File: src/hdl/pl0sm_pkg.sv
package pl0sm_pkg;

  localparam int STK_DEPTH   = 2048;
  localparam int STK_AW      = $clog2(STK_DEPTH);
  localparam int DISP_DEPTH  = 5;
  localparam int DISP_AW     = $clog2(DISP_DEPTH);
  localparam int REG_RESERVE = 20;
  localparam int STK_LIMIT   = STK_DEPTH - REG_RESERVE;
  localparam int CODE_AW     = 8;
  localparam int IN_W        = 48;
  localparam int OUT_W       = 48;

  // instruction kinds
  localparam logic [3:0] K_LIT = 4'd0;
  localparam logic [3:0] K_LOD = 4'd1;
  localparam logic [3:0] K_STO = 4'd2;
  localparam logic [3:0] K_CAL = 4'd3;
  localparam logic [3:0] K_RET = 4'd4;
  localparam logic [3:0] K_ICT = 4'd5;
  localparam logic [3:0] K_JMP = 4'd6;
  localparam logic [3:0] K_JPC = 4'd7;
  localparam logic [3:0] K_OPR = 4'd8;
  localparam logic [3:0] K_NOP = 4'd15;

  // opr operations
  localparam logic [3:0] OP_NEG = 4'd0;
  localparam logic [3:0] OP_ADD = 4'd1;
  localparam logic [3:0] OP_SUB = 4'd2;
  localparam logic [3:0] OP_MUL = 4'd3;
  localparam logic [3:0] OP_DIV = 4'd4;
  localparam logic [3:0] OP_ODD = 4'd5;
  localparam logic [3:0] OP_EQ  = 4'd6;
  localparam logic [3:0] OP_LT  = 4'd7;
  localparam logic [3:0] OP_GT  = 4'd8;
  localparam logic [3:0] OP_NE  = 4'd9;
  localparam logic [3:0] OP_LE  = 4'd10;
  localparam logic [3:0] OP_GE  = 4'd11;
  localparam logic [3:0] OP_WRT = 4'd12;
  localparam logic [3:0] OP_NL  = 4'd13;

  localparam logic [1:0] PK_NONE = 2'd0;
  localparam logic [1:0] PK_NUM  = 2'd1;
  localparam logic [1:0] PK_NL   = 2'd2;

  localparam logic [1:0] FLT_NONE = 2'd0;
  localparam logic [1:0] FLT_OVF  = 2'd1;
  localparam logic [1:0] FLT_DIV0 = 2'd2;

  typedef struct packed {
    logic [3:0]  kind;
    logic [3:0]  op;
    logic [2:0]  lv;
    logic [31:0] opd;
  } instr_t;

  typedef struct packed {
    logic [1:0]         fault;
    logic [31:0]        pval;
    logic [1:0]         pkind;
    logic               halted;
    logic [CODE_AW-1:0] next_pc;
  } res_t;

  typedef logic [DISP_DEPTH-1:0][STK_AW-1:0] disp_t;

endpackage

File: src/hdl/pl0sm_front.sv
module pl0sm_front
  import pl0sm_pkg::*;
(
  input  logic            clk,
  input  logic            rst_n,
  input  logic            in_tvalid,
  output logic            in_tready,
  input  logic [IN_W-1:0] in_tdata,
  input  logic            mem_ready,
  output logic            q_valid,
  output instr_t          q_head,
  input  logic            q_pop
);

  instr_t     q_r [2];
  logic       wp_r, rp_r;
  logic [1:0] cnt_r;
  instr_t     dec;
  logic       push;

  // classify: unknown kinds and operations become a plain pc advance
  always_comb begin
    dec.kind = in_tdata[3:0];
    dec.op   = in_tdata[7:4];
    dec.lv   = in_tdata[10:8];
    dec.opd  = in_tdata[42:11];
    if (dec.kind > K_OPR || (dec.kind == K_OPR && dec.op > OP_NL)) begin
      dec.kind = K_NOP;
    end
  end

  assign in_tready = mem_ready && (cnt_r != 2'd2);
  assign push      = in_tvalid && in_tready;
  assign q_valid   = (cnt_r != 2'd0);
  assign q_head    = q_r[rp_r];

  always_ff @(posedge clk) begin
    if (push) begin
      q_r[wp_r] <= dec;
    end
    if (!rst_n) begin
      wp_r  <= 1'b0;
      rp_r  <= 1'b0;
      cnt_r <= 2'd0;
    end else begin
      if (push) wp_r <= ~wp_r;
      if (q_pop) rp_r <= ~rp_r;
      cnt_r <= cnt_r + {1'b0, push} - {1'b0, q_pop};
    end
  end

endmodule

File: config.mk
export PLATFORM = sky130hd
export DESIGN_NAME = pl0sm_front
export DESIGN_NICKNAME = d
export VERILOG_FILES = /design/src/hdl/pl0sm_pkg.sv /design/src/hdl/pl0sm_front.sv
export SDC_FILE = /design/constraint.sdc
export NUM_CORES = 1
export LEC_CHECK = 0
export BUFFER_PORTS_ARGS = -buffer_cell sky130_fd_sc_hd__buf_2
export CAP_MARGIN = 10
export CELL_PAD_IN_SITES_DETAIL_PLACEMENT = 0
export CELL_PAD_IN_SITES_GLOBAL_PLACEMENT = 1
export CORE_AREA = 2 2 103 95
export CTS_BUF_LIST = sky130_fd_sc_hd__clkbuf_8
export DETAILED_ROUTE_END_ITERATION = 7
export DIE_AREA = 0 0 105 97
export PLACE_DENSITY_LB_ADDON = 0.1
export SLEW_MARGIN = 20
export SYNTH_ARGS = -nofsm -noshare
export SYNTH_HDL_FRONTEND = slang
export SYNTH_SLANG_ARGS = --single-unit
File: constraint.sdc
create_clock -name clk -period 3.6 [get_ports clk]
set_input_delay 0.54 -clock clk [delete_from_list [all_inputs] [get_ports clk]]
set_output_delay 0.54 -clock clk [all_outputs]
set_load 0.01 [all_outputs]
==> impl_metrics.json <==
{
  "status": "completed",
  "synthesized_nets": 220,
  "synth.cell_area_um2": 3580,
  "final_common_cell": "buf_2",
  "antenna_left": 0,
  "start_util_pct": 39.8,
  "clkTransAtPathRegs_ns": 0.09,
  "detailedRoute.firstPassIterationCount": 4,
  "residual_drc_count": 0,
  "cts_tree": "built",
  "clock_tree.buffer_depth": 2,
  "grt_max_degree": 27,
  "global_route.usage.total_pct": 12.1,
  "routed-via-count": 1751,
  "cell_row_count": 33,
  "syn_inst": 165,
  "worst_max_slew_margin_expressed_relative_to_the_limit_pct": 54.3,
  "post-place-ws_ns": 1.41,
  "dr.first_iter.drc_count": 37,
  "layout_setup_ws_ns": 1.10,
  "cp.arrival_ns": 1.96,
  "detail_route.wl_per_cell_um": 14.7,
  "worst_clock_skew_ns": 0.00932,
  "worstMarginPinSlew_ns": 0.686,
  "end_kind": "output pin",
  "grt_pass1_vias": 1869,
  "cp-start-kind": "flip-flop",
  "cp.required_ns": 3.06,
  "cts_resized": 0,
  "port_buffers": 92,
  "io_pins": 98,
  "cts_root_buf": "clkbuf_8",
  "globalplace.congestion": 0.645,
  "maximum_fanout_encountered_on_the_critical_timing_path": 25,
  "fin_cells": 392,
  "htree_levels": 3,
  "initial_antenna_violation_count": 0,
  "number_of_cells_in_the_design_after_placement": 376,
  "drive_above_1_share_pct": 57.8,
  "timing.fmax_mhz": 400,
  "layout.nets": 320,
  "grt_setup_unrepaired": "false",
  "max-vdd-ir-drop_mv": 0.257,
  "insertion_delay_of_the_later_clocked_pin_in_the_worst_skew_pair_ns": 0.35,
  "yosysSeqAreaShare_pct": 74.9,
  "report.final.slew_viol_count": 0,
  "max_cap_viols": 0,
  "n_antenna_cell": 0,
  "power_density_nw_per_um2": 522,
  "final.setup.tns_ns": 0,
  "dpl-instance-area_um2": 4170,
  "fin_total_pwr_mw": 2.29,
  "ys_seq_elements": 91,
  "tcrit_tclk_final_pct": 69.5,
  "post_synth_num_cell_types": 21,
  "hold_viol": 0,
  "cellLeakagePower_nw": 1.71,
  "numCtsBuffers": 9,
  "placeableCoreArea_um2": 9000,
  "dp_hpwl_um": 3910,
  "grt_overflow_total": 0,
  "synthesis.area_per_instance_um2": 21.7,
  "hold_slack_ns": 0.374,
  "hold_path.class": "input port to flip-flop",
  "grt_pass1_wl_um": 9200,
  "fin_area_um2": 4380,
  "post-route-min-period_ns": 2.50,
  "die-area_um2": 10200,
  "critical_path_class": "flip-flop to output pin",
  "die_height_um": 97,
  "yosysWarnings": 0,
  "final_cell_mix": "92 x buf_2, 86 x edfxtp_1, 40 x mux2_4",
  "routed_wl_um": 5780,
  "post_cts_setup_inserts": 0,
  "postLayoutCoreUtil_pct": 48.7,
  "clkSinkCount": 91,
  "die_x_um": 105,
  "synthToLayoutAreaGrowth_pct": 22.3,
  "postCtsHoldBufs": 0,
  "detail_route.vias_per_cell": 4.47,
  "setup_viol": 0
}
-- final timing paths --
check          startpoint         end  slack [ns]  depth (start not counted)
min          in_tdata[42]  q_r[0][31]        0.37                          1
min reg2reg          wp_r        wp_r        0.53                          2
max             flip-flop  q_head[42]        1.10                          3
max reg2reg      cnt_r[0]  q_r[0][18]        1.65                          4
-- flip-flops by register name, indices dropped and copies added (netlist names), named ones only --
register,count
cnt_r,2
q_r,86
rp_r,1
wp_r,1
-- per-layer routing --
layer | wire length, um | part of all wire (%) | vias to the layer above | GRT usage, %
li1 | - | - | 837 | -
met1 | 2550 | 44 | 850 | 14.5
met2 | 2810 | 49 | 55 | 19.9
met3 | 323 | 5.6 | 9 | 3.91
met4 | 96 | 1.7 | 0 | 5.54
met5 | 0 | 0 | - | 0
-- layout make-up --
cell class	count	area [um2]
fill	827	4620
sequential	91	2680
multi-input combinational	67	810
timing repair buffer	95	515
tap	122	153
clock buffer	9	124
clock inverter	7	92.6
inverter	1	3.75
-- where the power goes --
part / leakage (nW) / switching [mW] / internal (mW) / total, mW
logic: 0.779 / 0.138 / 0.165 / 0.303
registers: 0.828 / 0.0290 / 1.23 / 1.26
clock network: 0.104 / 0.337 / 0.389 / 0.725
total: 1.71 / 0.504 / 1.78 / 2.29
-- cells by family (layout without fill, tap and decap cells) --
| group | count (synthesis) | in the layout | share of synthesized area (%) |
|---|---|---|---|
| adders and majority gates | 2 | 2 | 0.698 |
| buffers and inverters | 7 | 112 | 2.76 |
| AOI/OAI and AO/OA | 3 | 3 | 0.629 |
| and+or+nand+nor | 15 | 15 | 2.31 |
| xor gates and xnor gates | 3 | 3 | 0.734 |
| DFF | 91 | 91 | 74.9 |
| muxes | 44 | 44 | 18.0 |
-- Yosys cell counts, drive strengths merged --
cell type,number,area share (%)
and2,5,0.87
and3,1,0.17
xor2,1,0.24
dfxtp,5,2.8
o21a,3,0.63
ha,2,0.70
mux2i,1,0.28
nor2,1,0.10
inv,1,0.10
clkbuf,1,0.10
mux2,43,18
buf,5,2.5
nand3,2,0.28
edfxtp,86,72
nand2,2,0.21
nand2b,2,0.35
xnor2,2,0.49
or2,1,0.17
nor3,1,0.14
-- worst max-delay path: stages (launching register included) --
cell and delay (ns):
dfxtp_2 0.78, buf_12 0.30, mux2_2 0.37, buf_2 0.15
No activity file was read; power rests on OpenSTA's default activity.
